**src/rtl/core/rfc_pkg.sv**
```systemverilog
// shared types and constants for the radio frame checker
`default_nettype none

package rfc_pkg;

	localparam int BYTE_W = 8;
	localparam int CFG_ADDR_W = 2;

	localparam logic [BYTE_W-1:0] START_MARK = 8'h2A;
	localparam logic [BYTE_W-1:0] END_MARK = 8'h23;

	localparam logic [CFG_ADDR_W-1:0] CFG_OWN_ADDR = 2'd0;
	localparam logic [CFG_ADDR_W-1:0] CFG_BCAST_A = 2'd1;
	localparam logic [CFG_ADDR_W-1:0] CFG_BCAST_B = 2'd2;

	localparam logic [BYTE_W-1:0] OWN_ADDR_RST = 8'd0;
	localparam logic [BYTE_W-1:0] BCAST_A_RST = 8'd255;
	localparam logic [BYTE_W-1:0] BCAST_B_RST = 8'd254;

	typedef enum logic [2:0] {
		PH_IDLE = 3'd0,
		PH_DEST = 3'd1,
		PH_SRC  = 3'd2,
		PH_LEN  = 3'd3,
		PH_PAY  = 3'd4,
		PH_SUM  = 3'd5,
		PH_END  = 3'd6
	} phase_t;

	typedef enum logic [2:0] {
		ROLE_START   = 3'd0,
		ROLE_DEST    = 3'd1,
		ROLE_SRC     = 3'd2,
		ROLE_LEN     = 3'd3,
		ROLE_PAYLOAD = 3'd4,
		ROLE_SUM     = 3'd5,
		ROLE_END     = 3'd6,
		ROLE_IGNORE  = 3'd7
	} role_t;

	typedef enum logic [2:0] {
		ST_ACCEPT    = 3'd0,
		ST_BAD_START = 3'd1,
		ST_BAD_END   = 3'd2,
		ST_CHECKSUM  = 3'd3,
		ST_NOT_ADDR  = 3'd4
	} status_t;

	typedef struct packed {
		logic [BYTE_W-1:0] own_address;
		logic [BYTE_W-1:0] broadcast_address_a;
		logic [BYTE_W-1:0] broadcast_address_b;
	} cfg_t;

	// packed so that {status, done_res, role} sits above data_byte
	typedef struct packed {
		status_t           status;
		logic              done_res;
		role_t             role;
		logic [BYTE_W-1:0] data_byte;
	} res_t;

endpackage

`default_nettype wire

```
**src/rtl/core/rfc_cfg_regs.sv**
```systemverilog
// configuration register file for the radio frame checker
`default_nettype none

module rfc_cfg_regs (
	input  wire logic                           clk,
	input  wire logic                           arst_n,
	input  wire logic                           cfg_valid,
	input  wire logic [rfc_pkg::CFG_ADDR_W-1:0] cfg_addr,
	input  wire logic [rfc_pkg::BYTE_W-1:0]     cfg_data,
	output rfc_pkg::cfg_t                       cfg
);
	import rfc_pkg::*;

	cfg_t cfg_q;

	always_ff @(posedge clk or negedge arst_n) begin
		if (!arst_n) begin
			cfg_q.own_address <= OWN_ADDR_RST;
			cfg_q.broadcast_address_a <= BCAST_A_RST;
			cfg_q.broadcast_address_b <= BCAST_B_RST;
		end else if (cfg_valid) begin
			unique case (cfg_addr)
				CFG_OWN_ADDR: cfg_q.own_address <= cfg_data;
				CFG_BCAST_A:  cfg_q.broadcast_address_a <= cfg_data;
				CFG_BCAST_B:  cfg_q.broadcast_address_b <= cfg_data;
				default: ;
			endcase
		end
	end

	assign cfg = cfg_q;

endmodule

`default_nettype wire

```
**src/rtl/core/rfc_in_stage.sv**
```systemverilog
// input register stage holding one received byte
`default_nettype none

module rfc_in_stage (
	input  wire logic                       clk,
	input  wire logic                       arst_n,
	input  wire logic                       s_tvalid,
	output logic                            s_tready,
	input  wire logic [rfc_pkg::BYTE_W-1:0] rx_byte,
	input  wire logic                       first_byte,
	input  wire logic                       take,
	output logic                            valid_s1,
	output logic [rfc_pkg::BYTE_W-1:0]      byte_s1,
	output logic                            first_s1
);
	import rfc_pkg::*;

	logic valid_q;

	// refill in the same cycle the held item moves on
	assign s_tready = !valid_q || take;

	always_ff @(posedge clk or negedge arst_n) begin
		if (!arst_n) begin
			valid_q <= 1'b0;
		end else if (s_tready) begin
			valid_q <= s_tvalid;
		end
	end

	always_ff @(posedge clk) begin
		if (s_tready && s_tvalid) begin
			byte_s1 <= rx_byte;
			first_s1 <= first_byte;
		end
	end

	assign valid_s1 = valid_q;

endmodule

`default_nettype wire

```
**src/rtl/core/rfc_parser.sv**
```systemverilog
// frame position tracking, checksum and verdict logic
`default_nettype none

module rfc_parser (
	input  wire logic                       clk,
	input  wire logic                       arst_n,
	input  wire logic                       step,
	input  wire logic [rfc_pkg::BYTE_W-1:0] rx_byte,
	input  wire logic                       first_byte,
	input  wire rfc_pkg::cfg_t              cfg,
	output rfc_pkg::res_t                   res
);
	import rfc_pkg::*;

	phase_t            phase_q, phase_d;
	logic [BYTE_W-1:0] bytes_left_q, bytes_left_d;
	logic [BYTE_W-1:0] sum_q, sum_d;
	logic              hit_q, hit_d;
	logic              sum_ok_q, sum_ok_d;
	logic [BYTE_W-1:0] left_dec;

	always_ff @(posedge clk or negedge arst_n) begin
		if (!arst_n) begin
			phase_q <= PH_IDLE;
			bytes_left_q <= '0;
			sum_q <= '0;
			hit_q <= 1'b0;
			sum_ok_q <= 1'b0;
		end else if (step) begin
			phase_q <= phase_d;
			bytes_left_q <= bytes_left_d;
			sum_q <= sum_d;
			hit_q <= hit_d;
			sum_ok_q <= sum_ok_d;
		end
	end

	assign left_dec = bytes_left_q - 8'd1;

	always_comb begin
		phase_d = phase_q;
		bytes_left_d = bytes_left_q;
		sum_d = sum_q;
		hit_d = hit_q;
		sum_ok_d = sum_ok_q;
		res.data_byte = rx_byte;
		res.role = ROLE_IGNORE;
		res.done_res = 1'b0;
		res.status = ST_ACCEPT;

		if (first_byte) begin
			// a first byte restarts parsing whatever the phase
			res.role = ROLE_START;
			sum_d = '0;
			bytes_left_d = '0;
			hit_d = 1'b0;
			sum_ok_d = 1'b0;
			if (rx_byte == START_MARK) begin
				phase_d = PH_DEST;
			end else begin
				res.done_res = 1'b1;
				res.status = ST_BAD_START;
				phase_d = PH_IDLE;
			end
		end else begin
			unique case (phase_q)
				PH_DEST: begin
					res.role = ROLE_DEST;
					hit_d = (rx_byte == cfg.own_address)
						|| (rx_byte == cfg.broadcast_address_a)
						|| (rx_byte == cfg.broadcast_address_b);
					phase_d = PH_SRC;
				end
				PH_SRC: begin
					res.role = ROLE_SRC;
					phase_d = PH_LEN;
				end
				PH_LEN: begin
					res.role = ROLE_LEN;
					bytes_left_d = rx_byte;
					sum_d = '0;
					phase_d = (rx_byte == '0) ? PH_SUM : PH_PAY;
				end
				PH_PAY: begin
					res.role = ROLE_PAYLOAD;
					sum_d = sum_q + rx_byte;
					bytes_left_d = left_dec;
					if (left_dec == '0) begin
						phase_d = PH_SUM;
					end
				end
				PH_SUM: begin
					res.role = ROLE_SUM;
					sum_ok_d = (rx_byte == sum_q);
					phase_d = PH_END;
				end
				PH_END: begin
					res.role = ROLE_END;
					res.done_res = 1'b1;
					if (rx_byte != END_MARK) begin
						res.status = ST_BAD_END;
					end else if (!sum_ok_q) begin
						res.status = ST_CHECKSUM;
					end else if (!hit_q) begin
						res.status = ST_NOT_ADDR;
					end else begin
						res.status = ST_ACCEPT;
					end
					phase_d = PH_IDLE;
				end
				default: begin
					res.role = ROLE_IGNORE;
					phase_d = PH_IDLE;
				end
			endcase
		end
	end

	a_done_role: assert property (@(posedge clk) disable iff (!arst_n)
		(step && res.done_res) |-> (res.role == ROLE_START || res.role == ROLE_END))
		else $error("verdict on a byte that is neither start nor end");

	a_status_idle: assert property (@(posedge clk) disable iff (!arst_n)
		(step && !res.done_res) |-> (res.status == ST_ACCEPT))
		else $error("status set without a verdict");

	a_zero_len: assert property (@(posedge clk) disable iff (!arst_n)
		(step && !first_byte && phase_q == PH_LEN && rx_byte == '0)
		|=> (phase_q == PH_SUM))
		else $error("zero length frame did not go to checksum");

	a_verdict_idle: assert property (@(posedge clk) disable iff (!arst_n)
		(step && res.done_res) |=> (phase_q == PH_IDLE))
		else $error("parser not idle after a verdict");

endmodule

`default_nettype wire

```
**src/rtl/core/rfc_out_stage.sv**
```systemverilog
// result register driving the output stream
`default_nettype none

module rfc_out_stage (
	input  wire logic          clk,
	input  wire logic          arst_n,
	input  wire logic          load,
	input  wire rfc_pkg::res_t res,
	output logic               ready,
	output logic               m_tvalid,
	input  wire logic          m_tready,
	output rfc_pkg::res_t      res_q
);
	import rfc_pkg::*;

	logic valid_q;

	assign ready = !valid_q || m_tready;

	always_ff @(posedge clk or negedge arst_n) begin
		if (!arst_n) begin
			valid_q <= 1'b0;
		end else if (ready) begin
			valid_q <= load;
		end
	end

	always_ff @(posedge clk) begin
		if (ready && load) begin
			res_q <= res;
		end
	end

	assign m_tvalid = valid_q;

endmodule

`default_nettype wire

```
**src/rtl/core/radio_frame_checker_core.sv**
```systemverilog
// top level of the radio frame checker
//
// Received bytes enter on the s_ stream, one byte per item; s_tuser flags
// the first byte of a new frame. Every byte comes back out on the m_ stream
// with its role in the frame and, on the byte that closes the frame, a
// verdict (accepted, bad start, bad end, checksum, not addressed).
// An item passes from input accept to output accept through the input
// register and then the result register; m_tvalid rises with its result in
// the result register. The parser handles one byte per cycle, so a new item
// is taken every cycle while the output flows.
// When the receiver holds m_tready low the result register holds, the
// input register fills behind it and s_tready drops; nothing is lost.
// Reset clears both valid flags, puts the parser in the ignoring phase
// and loads own address 0 and broadcast addresses 255 and 254.
// Configuration writes on cfg_ are always ready and take effect at once;
// they are meant for when the stream is idle.
`default_nettype none

module radio_frame_checker_core (
	input  wire logic                           clk,
	input  wire logic                           arst_n,
	input  wire logic                           s_tvalid,
	output logic                                s_tready,
	input  wire logic [7:0]                     s_tdata,  // [7:0] rx_byte
	input  wire logic                           s_tuser,  // [0] first_byte
	output logic                                m_tvalid,
	input  wire logic                           m_tready,
	output logic [7:0]                          m_tdata,  // [7:0] data_byte
	output logic [6:0]                          m_tuser,  // [2:0] role, [3] done_res, [6:4] status
	input  wire logic                           cfg_valid,
	output logic                                cfg_ready,
	input  wire logic [rfc_pkg::CFG_ADDR_W-1:0] cfg_addr,
	input  wire logic [7:0]                     cfg_data
);
	import rfc_pkg::*;

	cfg_t              cfg;
	logic              valid_s1;
	logic [BYTE_W-1:0] byte_s1;
	logic              first_s1;
	logic              out_ready;
	logic              step;
	res_t              res;
	res_t              res_q;

	assign cfg_ready = 1'b1;
	assign step = valid_s1 && out_ready;

	rfc_cfg_regs u_cfg (
		.clk       (clk),
		.arst_n    (arst_n),
		.cfg_valid (cfg_valid),
		.cfg_addr  (cfg_addr),
		.cfg_data  (cfg_data),
		.cfg       (cfg)
	);

	rfc_in_stage u_in (
		.clk        (clk),
		.arst_n     (arst_n),
		.s_tvalid   (s_tvalid),
		.s_tready   (s_tready),
		.rx_byte    (s_tdata),
		.first_byte (s_tuser),
		.take       (out_ready),
		.valid_s1   (valid_s1),
		.byte_s1    (byte_s1),
		.first_s1   (first_s1)
	);

	rfc_parser u_parser (
		.clk        (clk),
		.arst_n     (arst_n),
		.step       (step),
		.rx_byte    (byte_s1),
		.first_byte (first_s1),
		.cfg        (cfg),
		.res        (res)
	);

	rfc_out_stage u_out (
		.clk      (clk),
		.arst_n   (arst_n),
		.load     (valid_s1),
		.res      (res),
		.ready    (out_ready),
		.m_tvalid (m_tvalid),
		.m_tready (m_tready),
		.res_q    (res_q)
	);

	assign m_tdata = res_q.data_byte;
	assign m_tuser = {res_q.status, res_q.done_res, res_q.role};

endmodule

`default_nettype wire

```
**config.mk**
```make
export PLATFORM = sky130hd
export DESIGN_NAME = radio_frame_checker_core
export DESIGN_NICKNAME = d
export VERILOG_FILES = /design/src/rtl/core/rfc_pkg.sv /design/src/rtl/core/rfc_cfg_regs.sv /design/src/rtl/core/rfc_in_stage.sv /design/src/rtl/core/rfc_parser.sv /design/src/rtl/core/rfc_out_stage.sv /design/src/rtl/core/radio_frame_checker_core.sv
export SDC_FILE = /design/constraint.sdc
export NUM_CORES = 1
export LEC_CHECK = 0
export ABC_AREA = 1
export BUFFER_PORTS_ARGS = -buffer_cell sky130_fd_sc_hd__buf_2
export CAP_MARGIN = 0
export CORE_MARGIN = 1.5
export CORE_UTILIZATION = 50
export CTS_CLUSTER_SIZE = 25
export DETAILED_ROUTE_END_ITERATION = 8
export GPL_TIMING_DRIVEN = 0
export PLACE_DENSITY = 0.8
export SYNTH_ARGS = -nofsm -noshare
export SYNTH_HDL_FRONTEND = slang
export SYNTH_SLANG_ARGS = --single-unit
```
**constraint.sdc**
```tcl
create_clock -name clk -period 2.2 [get_ports clk]
set_input_delay 0.11 -clock clk [delete_from_list [all_inputs] [get_ports clk]]
set_output_delay 0.11 -clock clk [all_outputs]
set_load 0.01 [all_outputs]
```
-- After elaboration in Yosys (flattened, before gate mapping)
Cells that the tools add are included.
- bits in registers: 71
- bits of input ports: 24
- word-level logic and storage cells: 74
- $add $sub $neg: 2
- reductions and logical operators: 21
- equality and inequality tests: 15
- multiplexer cells: 20
- operators with widths (kind ; count):
    $eq A8 B8 Y1 ; 4
    $pmux W8 S2 ; 2
    $pmux W3 S6 ; 1
    $logic_not A8 Y1 ; 2
    $mux W8 ; 2
    $mux W3 ; 5
    $pmux W3 S5 ; 1
    $reduce_and A2 Y1 ; 7
    $eq A3 B3 Y1 const B ; 3
    $add A8 B8 Y8 ; 1
    $eq A8 B6 Y1 const B ; 1
    $ne A8 B6 Y1 const B ; 1
    $sub A8 B1 Y8 const B ; 1
    $mux W7 ; 1
    $eq A3 B2 Y1 const B ; 2
    $mux W1 ; 6
    $logic_or A1 B1 Y1 ; 4
    $mux W4 ; 1
    $reduce_bool A2 Y1 ; 2
    $eq A3 B1 Y1 const B ; 1
    $ne A3 B2 Y1 const B ; 1
    $reduce_bool A3 Y1 ; 1
    $eq A2 B1 Y1 const B ; 1
    $eq A2 B2 Y1 const B ; 1
    other kinds (4) ; 6

-- Logic depth before layout (Yosys ltp)
- word-level depth: 5
- mapped depth: 13

-- Modules after synthesis
A second synthesis with hierarchy kept.
- cells, all modules: 452
- area total of the unflattened synthesis: 3957.5 um^2
- modules (own cells, without submodules) (module ; cells each ; times used ; area each (um^2) ; sequential area each (um^2)):
    rfc_parser ; 305 ; 1 ; 2058.2 ; 525.5
    rfc_cfg_regs ; 107 ; 1 ; 1069.8 ; 619.3
    rfc_out_stage ; 21 ; 1 ; 495.5 ; 475.5
    rfc_in_stage ; 15 ; 1 ; 315.3 ; 295.3
    radio_frame_checker_core ; 4 ; 1 ; 18.8 ; 0.0

-- Least setup slack after synthesis
Ideal clock, no wire load.
- path kind: register -> register
- start: register u_in.byte_s1[1] (netlist name)
- end: register u_parser.sum_q[6]
- required time: 2.082 ns
- arrival time: 1.836 ns
- path buffers: 1
- setup time: 0.118 ns
- clock period less this slack: 1.954 ns
- cell stages (with the launch flop): 10
- path slack: 0.246 ns
- path through: edfxtp_1 -> clkbuf_1 -> inv_1 -> fa_1 -> o21ai_0 -> nand2_1 -> a21oi_1 -> o21ai_0 -> nand3b_1 -> nand2_1
- cells in the longest elaborated chain, start to end: 3
- ends and longest elaborated chain (what ; RTL line ; RTL):
    start: declaration ; rfc_in_stage.sv:13 ; output logic [rfc_pkg::BYTE_W-1:0] byte_s1,
    start signal: assignment ; rfc_in_stage.sv:33 ; byte_s1 <= rx_byte;
    $add A8 B8 Y8 ; rfc_parser.sv:86 ; sum_d = sum_q + rx_byte;
    $pmux W8 S2 ; rfc_parser.sv:66 ; unique case (phase_q)
    $mux W8 ; rfc_parser.sv:51 ; if (first_byte) begin
    end signal: assignment ; rfc_parser.sv:32 ; sum_q <= sum_d;
    end: declaration ; rfc_parser.sv:17 ; logic [BYTE_W-1:0] sum_q, sum_d;
No other way between the ends.
A chain may end at the register's enable or synchronous reset.

-- Worst setup path in the final report
- start: register u_in.byte_s1[2] (netlist name)
- end: register u_parser.sum_q[6]
The elaborated chain is that of the path after synthesis.

==> impl_metrics.toml <==
[detailed_routing]
drtIter0Drc = 196
wirelength_mm = 7.95
via_per_inst = 5.14
postRouteAntennaNets = 0
drtPass1Iterations = 4
drt-wirelength-per-cell_um = 13.8
drc = 0
vias = 2959

[global_route]
busiest_layer = "met2"
grt_max_degree = 48
grt_first_pass_wirelength_mm = 13.0
grt_pass1_vias = 2862
grt_overflow = 0
grt_use_total_pct = 22.2
use_met3_pct = 4.48
grt_antenna_before_repair = 0
grt_use_met2_pct = 36.7
grt_use_met1_pct = 28.8

[floorplan]
placementRows = 31
core_um2 = 7180
die_h_um = 88.7
initial_utilization_pct = 51.2
die_x_um = 88.7
dieArea_um2 = 7870
io_pins = 42

[yosys]
ys_top_cells_by_area = "dfrtp_1, edfxtp_1, dfstp_2, nand2_1, o21ai_0"
synth_nets = 443
ys_ff_latch = 71
ys.flop_type = "dfrtp_1"
synth_cell_type_count = 34
netlist_top_cells_count = "nand2_1, inv_1, o21ai_0"
synth_seq_area_share_pct = 52.2
yosys_warnings = 0
synth_area_um2 = 3670
synth_edf_count = 24
synthArstFlopShare_pct = 66.2
netlist.area_leader.share_pct = 21.8
synth_area_per_cell_um2 = 8.98
synth_most_common_cell = "nand2_1"
synth.largest_area_cell = "dfrtp_1"
synthCells = 409

[timing]
slew_headroom_pct = 28.0
fin_crit_ps = 2010
fin_tns_setup_ps = 0
hold_viol_final = 0
slew_violations = 0
setup_viol = 0
grt_setup_unrepaired = "no"
hold_ws_ps = 26.0
max_slew.worst_pin.slew_ps = 1080
fmax_mhz = 498
finalClockSkew_ps = 13.1
period_share_pct = 91.3

[layout]
fin_nets = 506
drive_above_1_share_pct = 20.1
fin_cells = 576
seqCellArea_um2 = 1920
diodes = 0
n_fill_cell = 595
syn_to_final_growth_pct = 18.1
fin_area_um2 = 4340
multi_input_area_um2 = 1520
utilization_pct = 60.4

[setup_path]
path_class = "reg -> reg"
crit_path_start = "u_in.byte_s1[2]$_DFFE_PP_"
crit_arrival_ps = 2250
critPathTopFamily = "flip-flops"
cp_max_fo = 7
start_kind = "flop"
cpMaxStageDelayCell = "edfxtp_1"
setup.worst_path.end_class = "flop"
timing.rr.start = "u_in.byte_s1[2]$_DFFE_PP_"
worst-path-buf-inv = 0
required_ps = 2440
critPathMostFrequentCell = "nand2_1"
max_stage_delay_ps = 590
crit_chain = "ha_1, nand2_1, o21ai_1, nand2_1, a21oi_1, o21ai_0, nand3b_1, nand2_1"

[placement]
post_dp_cell_area_um2 = 4000
gp_congestion = 0.873
place_inst = 548
dp_hpwl_mm = 5.57
io_buffer_count = 40

[clock_network]
cts_tree = "done"
clock-root-buffer = "clkbuf_8"
clock_tree.buffer_depth = 2
numCtsBuffers = 9
cts.sinks = 71
clk_latency_ps = 350
clk_pin_slew_ps = 80
htreeDepth = 3

[pwr]
power_density_nw_per_um2 = 806
irDropWorstVdd_uv = 637
p_leak_nw = 2.02

[flow_run]
maxCapViolCount = 0

[min_path]
min_from = "cfg_data[0]"
hold_class = "in -> reg"

[run_status]
status = "finished, final reports clean"
-- where the power goes --
| group | internal (mW) | switching [mW] | total, mW |
|---|---|---|---|
| clock | 0.640 | 0.522 | 1.16 |
| combinational | 0.267 | 0.396 | 0.663 |
| sequential | 1.56 | 0.107 | 1.67 |
| total | 2.47 | 1.03 | 3.50 |
-- per-layer routing --
layer,routed length [um],part of all wire [%],up-vias
met3,326,4.1,11
li1,-,-,1468
met4,155,1.9,0
met5,0,0,-
met2,3910,49,81
met1,3560,45,1399
-- stage by stage --
stage	setup WS, ps	power, mW
after CTS	142	3.51
after floorplan	246	2.14
final	191	3.50
after global placement	-93.2	2.30
after global routing	27.0	3.67
after detailed placement	-218	2.33
-- cells in the final DEF (no fill, tap or decap), types with 4 or more instances in the layout --
cell type      count
xnor2_1           15
xor2_1             7
clkbuf_8           9
nand2_1           94
nor2_1            26
inv_1             47
a21oi_1           11
nand4_1            9
o21ai_1            4
dlygate4sd3_1     12
clkbuf_1           7
dfstp_2           15
nand3_1           29
o22ai_2            5
dfrtp_1           32
buf_2             40
ha_1               9
edfxtp_1          24
or2_2              8
o21ai_0           42
-- layout make-up --
class                           instances  share of cell area, %
Clock buffer                            9                   2.86
Sequential cell                        71                   44.2
Timing Repair Buffer                   53                   7.56
Tap cell                               99                   2.86
Inverter                               49                   4.24
Buffer                                  9                   1.04
Multi-Input combinational cell        279                   35.1
Clock inverter                          7                   2.16
-- sequential cells by signal, summed over array words and instances, names as in the netlist --
signal	cells
u_out.res_q	15
u_parser.bytes_left_q	8
u_in.first_s1	1
u_parser.sum_ok_q	1
u_in.byte_s1	8
u_in.valid_s1	1
u_out.m_tvalid	1
u_parser.hit_q	1
u_cfg.cfg	24
u_parser.sum_q	8
u_parser.phase_q	3
-- tightest hold or removal path: cells and delay by family --
| family | cells | cell delay [ps] |
|---|---|---|
| buffers and inverters | 2 | 160 |
| AOI/OAI and AO/OA | 1 | 90 |
-- worst paths after layout --
path | to | slack, ps | cells after the start
max | u_parser.sum_q[6]$_DFFE_PN0P_ | 190 | 8
min | u_cfg.cfg[8]$_DFFE_PN1P_ | 30 | 3
max reg2reg | u_parser.sum_q[6]$_DFFE_PN0P_ | 190 | 8
min reg2reg | u_out.res_q[7]$_DFFE_PP_ | 490 | 0
max in group asynchronous | u_parser.bytes_left_q[4]$_DFFE_PN0P_ | 1030 | 2
min in group asynchronous | u_parser.phase_q[0]$_DFFE_PN0P_ | 510 | 2
-- kinds of logic after synthesis --
group | count (synthesis) | share of synthesized area (%)
compound gates | 67 | 11.1
flops | 71 | 52.2
buf+inv | 59 | 6.34
simple gates | 179 | 21.4
other cells | 1 | 0.102
fa+ha+maj | 10 | 3.61
xor+xnor | 22 | 5.25
-- repair_timing --
item / CTS / global route
setup endpoints to repair: 2 / 1
endpoints found under the hold margin: 43 / 0
buffers inserted: 1 / 0
hold buffers: 12 / 0
resized for setup: 0 / 1
Power figures use the tool's default switching activity.
